[config.mk]
export PLATFORM = sky130hd
export DESIGN_NAME = superfasthash_name_hasher
export DESIGN_NICKNAME = d
export VERILOG_FILES = /design/src/sv/shf_pkg.sv /design/src/sv/superfasthash_name_hasher.sv /design/src/sv/shf_front.sv /design/src/sv/shf_queue.sv /design/src/sv/shf_back.sv
export VERILOG_INCLUDE_DIRS = /design/src /design/src/sv
export SDC_FILE = /design/constraint.sdc
export NUM_CORES = 1
export LEC_CHECK = 0
export BUFFER_PORTS_ARGS = -buffer_cell sky130_fd_sc_hd__buf_2
export CORE_ASPECT_RATIO = 0.5
export CORE_MARGIN = 2
export CORE_UTILIZATION = 64
export DETAILED_ROUTE_END_ITERATION = 8
export PLACE_DENSITY = 0.82
export SKIP_LAST_GASP = 1
export SLEW_MARGIN = 20
export SYNTH_ARGS = -nofsm -noshare
export SYNTH_HDL_FRONTEND = slang
export SYNTH_SLANG_ARGS = --single-unit
[constraint.sdc]
create_clock -name clock -period 5.5 [get_ports clock]
set_input_delay 0.55 -clock clock [delete_from_list [all_inputs] [get_ports clock]]
set_output_delay 0.55 -clock clock [all_outputs]
set_load 0.02 [all_outputs]
[src/sv/superfasthash_name_hasher_defines.svh]
// ---------------------------------------------------------------------------
// superfasthash_name_hasher_defines
// Assertion macros shared by the name hasher RTL.
// ---------------------------------------------------------------------------
`ifndef SUPERFASTHASH_NAME_HASHER_DEFINES_SVH
`define SUPERFASTHASH_NAME_HASHER_DEFINES_SVH

// same-cycle implication, disabled during reset
`define SHF_ASSERT(label, clk, rst, ante, cons) \
   label: assert property (@(posedge clk) disable iff (rst) (ante) |-> (cons)) \
      else $error("shf assertion failed");

// next-cycle implication, disabled during reset
`define SHF_ASSERT_NEXT(label, clk, rst, ante, cons) \
   label: assert property (@(posedge clk) disable iff (rst) (ante) |=> (cons)) \
      else $error("shf assertion failed");

`endif

[src/sv/shf_pkg.sv]
// ---------------------------------------------------------------------------
// shf_pkg
// Shared constants and types for the name hasher.
// ---------------------------------------------------------------------------
package shf_pkg;

   // longest name that is hashed; later bytes are dropped
   localparam int MAX_NAME_LEN = 4096;
   localparam int LEN_W        = $clog2(MAX_NAME_LEN + 1);

   // front-to-back queue
   localparam int QUEUE_DEPTH = 4;
   localparam int QPTR_W      = $clog2(QUEUE_DEPTH);
   localparam int QCNT_W      = $clog2(QUEUE_DEPTH + 1);

   // item kinds as classified by the front
   localparam logic [1:0] KIND_DATA  = 2'd0;  // name character
   localparam logic [1:0] KIND_TERM  = 2'd1;  // terminator, name not empty
   localparam logic [1:0] KIND_EMPTY = 2'd2;  // terminator of an empty name

   typedef struct packed {
      logic [1:0] kind;
      logic [7:0] data;
   } q_entry_type;

   typedef struct packed {
      logic        valid;
      q_entry_type entry;
   } q_head_type;

endpackage

[src/sv/superfasthash_name_hasher.sv]
// A terminator passes through the queue, then the registers v1, v2, v3, v4 and the result register,
// before rsp_valid rises; a stalled result port holds it in that pipeline.
// Throughput: one byte per cycle while the queue is not full; the queue absorbs a stalled result port.
// Each word is mixed as its bytes arrive (low half added on the second byte, mixing round on the fourth),
// the tail and avalanche by a five-stage add-shift-xor pipeline after the queue.
// Reset (synchronous): seed clears to 0, queue and pipeline empty, no name open.
// ---------------------------------------------------------------------------
// superfasthash_name_hasher
// 32-bit SuperFastHash over a zero-terminated name, one byte per item.
// ---------------------------------------------------------------------------
`include "superfasthash_name_hasher_defines.svh"

module superfasthash_name_hasher (
   input  logic        clock,
   input  logic        reset,
   input  logic        csr_wr_en,
   input  logic [31:0] csr_wr_data,
   input  logic        req_valid,
   output logic        req_ready,
   input  logic [7:0]  req_name_byte,
   output logic        rsp_valid,
   input  logic        rsp_ready,
   output logic [31:0] rsp_hash_value
);

   logic                        q_full;
   logic                        push;
   shf_pkg::q_entry_type        push_entry;
   logic                        pop;
   shf_pkg::q_head_type         head;
   logic [shf_pkg::QCNT_W-1:0]  q_count;

   // front: accept and classify
   shf_front u_front (
      .clock         (clock),
      .reset         (reset),
      .req_valid     (req_valid),
      .req_ready     (req_ready),
      .req_name_byte (req_name_byte),
      .q_full        (q_full),
      .push          (push),
      .push_entry    (push_entry)
   );

   // decoupling queue
   shf_queue u_queue (
      .clock      (clock),
      .reset      (reset),
      .push       (push),
      .push_entry (push_entry),
      .pop        (pop),
      .head       (head),
      .full       (q_full),
      .count      (q_count)
   );

   // back: hashing and result
   shf_back u_back (
      .clock          (clock),
      .reset          (reset),
      .csr_wr_en      (csr_wr_en),
      .csr_wr_data    (csr_wr_data),
      .head           (head),
      .pop            (pop),
      .rsp_valid      (rsp_valid),
      .rsp_ready      (rsp_ready),
      .rsp_hash_value (rsp_hash_value)
   );

   // queue never written when full, never read when empty
   `SHF_ASSERT(a_no_overflow, clock, reset, push, q_count != shf_pkg::QCNT_W'(shf_pkg::QUEUE_DEPTH))
   `SHF_ASSERT(a_no_underflow, clock, reset, pop, q_count != '0)
   // a terminator is never dropped by the front
   `SHF_ASSERT_NEXT(a_term_queued, clock, reset, req_valid && req_ready && (req_name_byte == 8'd0), q_count != '0)

endmodule

[src/sv/shf_front.sv]
// ---------------------------------------------------------------------------
// shf_front
// Accepts name bytes, applies the length cap and tags each item.
// ---------------------------------------------------------------------------
module shf_front (
   input  logic                 clock,
   input  logic                 reset,
   input  logic                 req_valid,
   output logic                 req_ready,
   input  logic [7:0]           req_name_byte,
   input  logic                 q_full,
   output logic                 push,
   output shf_pkg::q_entry_type push_entry
);

   localparam logic [shf_pkg::LEN_W-1:0] LEN_CAP = shf_pkg::LEN_W'(shf_pkg::MAX_NAME_LEN);

   logic [shf_pkg::LEN_W-1:0] len_ff;
   logic [shf_pkg::LEN_W-1:0] len_in;
   logic                      accept;
   logic                      is_term;
   logic                      under_cap;

   assign req_ready = !q_full;
   assign accept    = req_valid && req_ready;
   assign is_term   = (req_name_byte == 8'd0);
   assign under_cap = (len_ff < LEN_CAP);

   // classify: terminators always go through, characters only below the cap
   always_comb begin
      push            = accept && (is_term || under_cap);
      push_entry.data = req_name_byte;
      if (!is_term) begin
         push_entry.kind = shf_pkg::KIND_DATA;
      end else if (len_ff == '0) begin
         push_entry.kind = shf_pkg::KIND_EMPTY;
      end else begin
         push_entry.kind = shf_pkg::KIND_TERM;
      end
   end

   // accepted length of the current name
   always_comb begin
      len_in = len_ff;
      if (accept) begin
         if (is_term) begin
            len_in = '0;
         end else if (under_cap) begin
            len_in = len_ff + 1'b1;
         end
      end
   end

   always_ff @(posedge clock) begin
      if (reset) begin
         len_ff <= '0;
      end else begin
         len_ff <= len_in;
      end
   end

endmodule

[src/sv/shf_queue.sv]
// ---------------------------------------------------------------------------
// shf_queue
// Short FIFO that decouples the front from the hashing back end.
// ---------------------------------------------------------------------------
module shf_queue (
   input  logic                        clock,
   input  logic                        reset,
   input  logic                        push,
   input  shf_pkg::q_entry_type        push_entry,
   input  logic                        pop,
   output shf_pkg::q_head_type         head,
   output logic                        full,
   output logic [shf_pkg::QCNT_W-1:0]  count
);

   localparam logic [shf_pkg::QCNT_W-1:0] DEPTH = shf_pkg::QCNT_W'(shf_pkg::QUEUE_DEPTH);

   shf_pkg::q_entry_type             mem_ff [shf_pkg::QUEUE_DEPTH];
   logic [shf_pkg::QPTR_W-1:0]       wr_ptr_ff, wr_ptr_in;
   logic [shf_pkg::QPTR_W-1:0]       rd_ptr_ff, rd_ptr_in;
   logic [shf_pkg::QCNT_W-1:0]       count_ff, count_in;

   assign full       = (count_ff == DEPTH);
   assign count      = count_ff;
   assign head.valid = (count_ff != '0);
   assign head.entry = mem_ff[rd_ptr_ff];

   // pointer and fill updates
   always_comb begin
      wr_ptr_in = wr_ptr_ff;
      rd_ptr_in = rd_ptr_ff;
      count_in  = count_ff;
      if (push) begin
         wr_ptr_in = wr_ptr_ff + 1'b1;
      end
      if (pop) begin
         rd_ptr_in = rd_ptr_ff + 1'b1;
      end
      if (push && !pop) begin
         count_in = count_ff + 1'b1;
      end else if (pop && !push) begin
         count_in = count_ff - 1'b1;
      end
   end

   always_ff @(posedge clock) begin
      if (reset) begin
         wr_ptr_ff <= '0;
         rd_ptr_ff <= '0;
         count_ff  <= '0;
      end else begin
         wr_ptr_ff <= wr_ptr_in;
         rd_ptr_ff <= rd_ptr_in;
         count_ff  <= count_in;
      end
   end

   // storage
   always_ff @(posedge clock) begin
      if (push) begin
         mem_ff[wr_ptr_ff] <= push_entry;
      end
   end

endmodule

[src/sv/shf_back.sv]
// ---------------------------------------------------------------------------
// shf_back
// Word mixing, tail fold, avalanche pipeline and result register.
// ---------------------------------------------------------------------------
module shf_back (
   input  logic                clock,
   input  logic                reset,
   input  logic                csr_wr_en,
   input  logic [31:0]         csr_wr_data,
   input  shf_pkg::q_head_type head,
   output logic                pop,
   output logic                rsp_valid,
   input  logic                rsp_ready,
   output logic [31:0]         rsp_hash_value
);

   // seed register
   logic [31:0] seed_ff;

   // accumulator
   logic        started_ff, started_in;
   logic [1:0]  phase_ff, phase_in;
   logic [23:0] pend_ff, pend_in;
   logic [31:0] hash_ff, hash_in;

   // finalize pipeline
   logic        v1_ff, v2_ff, v3_ff, v4_ff, rsp_valid_ff;
   logic [31:0] s1_x_ff, s2_x_ff, s3_x_ff, s4_x_ff, rsp_hash_ff;
   logic [1:0]  s1_cnt_ff;
   logic [7:0]  s1_b2_ff;
   logic        s1_empty_ff, s2_empty_ff, s3_empty_ff, s4_empty_ff;

   logic        adv;
   logic        is_data;
   logic        pop_data;
   logic        pop_term;
   logic [7:0]  b;
   logic [31:0] h_cur;
   logic [15:0] hi16;
   logic [31:0] mix_t, mix_x, mix_h;
   logic [31:0] s1_x_in;
   logic [31:0] t2_a, s2_x_in;
   logic [31:0] t3_a, s3_x_in;
   logic [31:0] t4_a, s4_x_in;
   logic [31:0] t5_a, t5_h;

   // pop control: a terminator only leaves when the pipeline can move
   assign adv      = !rsp_valid_ff || rsp_ready;
   assign is_data  = (head.entry.kind == shf_pkg::KIND_DATA);
   assign pop      = head.valid && (is_data || adv);
   assign pop_data = pop && is_data;
   assign pop_term = pop && !is_data;
   assign b        = head.entry.data;

   always_ff @(posedge clock) begin
      if (reset) begin
         seed_ff <= '0;
      end else if (csr_wr_en) begin
         seed_ff <= csr_wr_data;
      end
   end

   // one mixing round on a full word (low half already added)
   always_comb begin
      h_cur = started_ff ? hash_ff : seed_ff;
      hi16  = {b, pend_ff[23:16]};
      mix_t = {5'b0, hi16, 11'b0} ^ hash_ff;
      mix_x = {hash_ff[15:0], 16'b0} ^ mix_t;
      mix_h = mix_x + {11'b0, mix_x[31:11]};
   end

   // accumulator next state; the low half is added on the second byte
   always_comb begin
      started_in = started_ff;
      phase_in   = phase_ff;
      pend_in    = pend_ff;
      hash_in    = hash_ff;
      if (pop_data) begin
         started_in = 1'b1;
         phase_in   = phase_ff + 1'b1;
         unique case (phase_ff)
            2'd0: begin
               pend_in = {16'b0, b};
               hash_in = h_cur;
            end
            2'd1: begin
               pend_in = {8'b0, b, pend_ff[7:0]};
               hash_in = h_cur + {16'b0, b, pend_ff[7:0]};
            end
            2'd2: begin
               pend_in = {b, pend_ff[15:0]};
            end
            2'd3: begin
               pend_in = '0;
               hash_in = mix_h;
            end
            default: begin
               pend_in = pend_ff;
            end
         endcase
      end else if (pop_term) begin
         started_in = 1'b0;
         phase_in   = '0;
         pend_in    = '0;
      end
   end

   always_ff @(posedge clock) begin
      if (reset) begin
         started_ff <= 1'b0;
         phase_ff   <= '0;
         pend_ff    <= '0;
         hash_ff    <= '0;
      end else begin
         started_ff <= started_in;
         phase_ff   <= phase_in;
         pend_ff    <= pend_in;
         hash_ff    <= hash_in;
      end
   end

   // stage 1: a single held byte is added here
   assign s1_x_in = hash_ff + ((phase_ff == 2'd1) ? {24'b0, pend_ff[7:0]} : 32'd0);

   // stage 2: tail shuffle by held byte count
   always_comb begin
      t2_a    = s1_x_ff;
      s2_x_in = s1_x_ff;
      case (s1_cnt_ff)
         2'd1: begin
            t2_a    = s1_x_ff ^ {s1_x_ff[21:0], 10'b0};
            s2_x_in = t2_a + {1'b0, t2_a[31:1]};
         end
         2'd2: begin
            t2_a    = s1_x_ff ^ {s1_x_ff[20:0], 11'b0};
            s2_x_in = t2_a + {17'b0, t2_a[31:17]};
         end
         2'd3: begin
            t2_a    = s1_x_ff ^ {s1_x_ff[15:0], 16'b0} ^ {6'b0, s1_b2_ff, 18'b0};
            s2_x_in = t2_a + {11'b0, t2_a[31:11]};
         end
         default: begin
            s2_x_in = s1_x_ff;
         end
      endcase
   end

   // stages 3 to 5: avalanche
   always_comb begin
      t3_a    = s2_x_ff ^ {s2_x_ff[28:0], 3'b0};
      s3_x_in = t3_a + {5'b0, t3_a[31:5]};
      t4_a    = s3_x_ff ^ {s3_x_ff[27:0], 4'b0};
      s4_x_in = t4_a + {17'b0, t4_a[31:17]};
      t5_a    = s4_x_ff ^ {s4_x_ff[6:0], 25'b0};
      t5_h    = t5_a + {6'b0, t5_a[31:6]};
   end

   // pipeline valids, held as a whole while the result waits
   always_ff @(posedge clock) begin
      if (reset) begin
         v1_ff        <= 1'b0;
         v2_ff        <= 1'b0;
         v3_ff        <= 1'b0;
         v4_ff        <= 1'b0;
         rsp_valid_ff <= 1'b0;
      end else if (adv) begin
         v1_ff        <= pop_term;
         v2_ff        <= v1_ff;
         v3_ff        <= v2_ff;
         v4_ff        <= v3_ff;
         rsp_valid_ff <= v4_ff;
      end
   end

   // pipeline payload
   always_ff @(posedge clock) begin
      if (adv) begin
         s1_x_ff     <= s1_x_in;
         s1_cnt_ff   <= phase_ff;
         s1_b2_ff    <= pend_ff[23:16];
         s1_empty_ff <= (head.entry.kind == shf_pkg::KIND_EMPTY);
         s2_x_ff     <= s2_x_in;
         s2_empty_ff <= s1_empty_ff;
         s3_x_ff     <= s3_x_in;
         s3_empty_ff <= s2_empty_ff;
         s4_x_ff     <= s4_x_in;
         s4_empty_ff <= s3_empty_ff;
         rsp_hash_ff <= s4_empty_ff ? 32'd0 : t5_h;
      end
   end

   assign rsp_valid      = rsp_valid_ff;
   assign rsp_hash_value = rsp_hash_ff;

endmodule
==> flow_summary_export.csv <==
group,metric,value,unit
logic_synthesis,yosysUniqueCellTypes,88,
clocking,cts-root-buf,"clkbuf_16",
floorplanning,die-area,0.0399,mm²
timing,finalCritPeriodShare,80.0,%
detailed_routing,drtPass1Iterations,7,
global_routing,grt.busiest_layer,"met2",
detailed_routing,drtAntennaViolNets,0,
detailed_routing,viasPerCell,6.28,
layout,drive_gt1_share,8.86,%
worst_setup_path,cpPeakStageDelay,640,ps
floorplanning,die_h,142,µm
logic_synthesis,synth_top_area_share,26.3,%
logic_synthesis,synth_enable_flop_cells,214,
global_routing,antenna_found_initial,1,
min_path,min_path_type,"input port to register",
floorplanning,boundaryPins,79,
clocking,clk_latency,600,ps
timing,fmaxAchievable,227,MHz
global_routing,globalRouteMet2Util,53.8,%
logic_synthesis,synthTopCellsByCount,"nor2_1, edfxtp_1, xnor2_1, ha_1, xor2_1",
logic_synthesis,ys_seq_area_share,35.3,%
worst_setup_path,path_cells,"mux4_2 > ha_1 > o2111ai_1 > a31o_2 > a311oi_1 > o221ai_1 > or3_1 > nor3_1 > mux2_2 > a311oi_1",
layout,areaGrowthSynthToFinish,7.21,%
worst_setup_path,critPathRequiredTime,6000,ps
worst_setup_path,worstPathMaxFanout,7,
run,drv_cap,0,
global_routing,grt.overflow.total,0,
logic_synthesis,synth_area_leaders,"edfxtp_1, ha_1, dfxtp_1, xnor2_1, xor2_1",
timing,setup_violations,0,
worst_setup_path,endpoint_kind,"register",
timing,slew_headroom,27.4,%
clocking,cts_resized,0,
detailed_routing,drc,0,
logic_synthesis,syn_avg_cell_area,9.54,µm²
logic_synthesis,yosysWarningCount,0,
worst_setup_path,worst_setup_path_start_kind,"register",
worst_setup_path,slowest_stage,"mux4_2",
clocking,cts_setup_buffers,0,
global_routing,track_usage,30.6,%
logic_synthesis,syn-num-nets,2810,
logic_synthesis,ys_ff_latch,324,
floorplanning,initial_core_util,65.2,%
logic_synthesis,async_flop_share,0,%
detailed_routing,drtIter0Drc,1538,
min_path,min_to,"u_queue.mem_ff[2][7]",
timing,hold_viol_final,0,
place,dp_hpwl,45.8,mm
timing,tightest_slew,1090,ps
logic_synthesis,synthMostInstantiatedCell,"nor2_1",
worst_setup_path,r2r_end,"u_back.hash_ff[25]",
global_routing,grt_use_met3,4.22,%
worst_setup_path,crit_top_cell,"a311oi_1",
timing,post-route-min-period,4400,ps
worst_setup_path,cp_num_buf_inv,0,
min_path,holdPathStages,1,
timing,slew_viol_final,0,
global_routing,grt_pass1_vias,18700,
timing,tns,0,ps
timing,rsz0062_at_grt,"false",
detailed_routing,avgRoutedWirePerCell,19.6,µm
detailed_routing,dr_total_vias,19500,
status,outcome,"finished clean",
logic_synthesis,postSynthCellCount,2564,
floorplanning,die_width,280,µm
worst_setup_path,cp_data_arrival_time,4910,ps
clocking,cts_tree,"yes",
worst_setup_path,reg2reg_slack,1100,ps
clocking,numCtsBuffers,30,
place,io_buffers,78,
global_routing,grt_max_degree,99,
clocking,path_clk_slew,70,ps
worst_setup_path,rr_worst_depth,10,
timing,fin_skew,40.1,ps
layout,nets,2829,
place,place.gp.congestion,1.03,
global_routing,grt_use_met1,38.0,%
logic_synthesis,synth_area,0.0245,mm²
clocking,clk_path_buf_depth,3,
clocking,ctsHoldBuffers,0,
floorplanning,core,0.0375,mm²
worst_setup_path,path_class,"register to register",
min_path,hp-start,"req_name_byte[7]",
logic_synthesis,yosys_most_used_dff,"edfxtp_1",
worst_setup_path,cpLargestDelayFamily,"compound AO/OA/AOI/OAI gates",
global_routing,grt_pass1_wl,96.8,mm
clocking,htreeDepth,1,
floorplanning,rows,50,
logic_synthesis,synth_top_cell_by_area,"edfxtp_1",
detailed_routing,drt-total-wl,60.9,mm
clocking,cts_sinks,324,
-- cell usage in the layout (no fill, tap or decap), drive strengths merged, types with 19 or more instances in the layout --
| cell | Yosys | layout |
|---|---|---|
| xor2 | 190 | 190 |
| mux2 | 21 | 21 |
| nor3 | 72 | 72 |
| o21bai | 26 | 26 |
| mux4 | 31 | 31 |
| buf | 13 | 94 |
| nor2 | 262 | 262 |
| a31oi | 30 | 30 |
| a21oi | 173 | 173 |
| ha | 191 | 191 |
| o21ai | 97 | 97 |
| o21a | 26 | 26 |
| clkbuf | 94 | 34 |
| nand3 | 68 | 68 |
| xnor2 | 203 | 203 |
| inv | 78 | 81 |
| a21o | 66 | 66 |
| nand2 | 147 | 147 |
| nand4 | 21 | 21 |
| edfxtp | 214 | 214 |
| and2 | 21 | 21 |
| nor2b | 40 | 40 |
| mux2i | 56 | 56 |
| a211oi | 35 | 35 |
| dfxtp | 110 | 110 |
| nand2b | 23 | 23 |
| and3 | 19 | 19 |
-- kinds of logic (layout without fill, tap and decap cells) --
family / Yosys count / in the layout / share of synthesized area, %
compound gates: 595 / 595 / 16.0
xor+xnor: 393 / 393 / 14.3
fa+ha+maj: 202 / 202 / 10.6
buf+inv: 185 / 228 / 2.88
flops: 324 / 324 / 35.3
mux: 108 / 108 / 6.11
other cells: 0 / 1 / 0
simple gates: 757 / 757 / 14.8
-- state kept, by name, indices dropped and copies added, names as in the netlist, 2 cells and up, named ones only --
signal	cells
u_back.phase_ff	2
u_queue.rd_ptr_ff	2
u_back.hash_ff	32
u_back.s4_x_ff	32
u_back.pend_ff	16
u_back.seed_ff	32
u_back.s1_b2_ff	8
u_back.s2_x_ff	32
u_queue.count	3
u_front.len_ff	13
u_queue.mem_ff	40
u_back.rsp_hash_value	32
u_back.s3_x_ff	32
u_queue.wr_ptr_ff	2
u_back.s1_x_ff	32
u_back.s1_cnt_ff	2
-- cell type report --
type | instances | area, µm²
repair buffers | 94 | 517
fillers | 2915 | 11300
diodes | 1 | 2.50
flip-flops and latches | 324 | 8630
multi-input cells | 2055 | 15100
inverters | 78 | 298
well taps | 494 | 618
clock inverters | 22 | 231
clock buffers | 34 | 786
-- worst max path at each step --
stage	endpoint	cells past startpoint
floorplan	u_back.rsp_hash_value[0]	3
global placement	u_back.s2_x_ff[30]	15
detailed placement	u_back.hash_ff[29]	15
CTS	u_back.hash_ff[29]	15
global route	u_back.hash_ff[25]	10
finish	u_back.hash_ff[25]	10
-- per-stage QoR --
step                      cells  setup slack (ps)  instance area, µm²  util, %  hold WS [ps]
after detailed placement   3045              1220               25200     67.1           413
after CTS                  3101              1180               26200     69.8           163
after floorplan            2564               839               24500        -           400
final                      3102              1100               26200     69.9           182
after global routing       3101               853               26200     69.9           174
after global placement     3045              1250               25200     67.1           404
-- metal layers --
metal	share of wire, %	up-vias
met3	6.4	190
met2	47	724
met1	41	9183
li1	-	9397
met5	0	-
met4	4.8	0
Power is not shown: default switching activity piles up to over one toggle a cycle in this logic, so the estimate is an artifact.
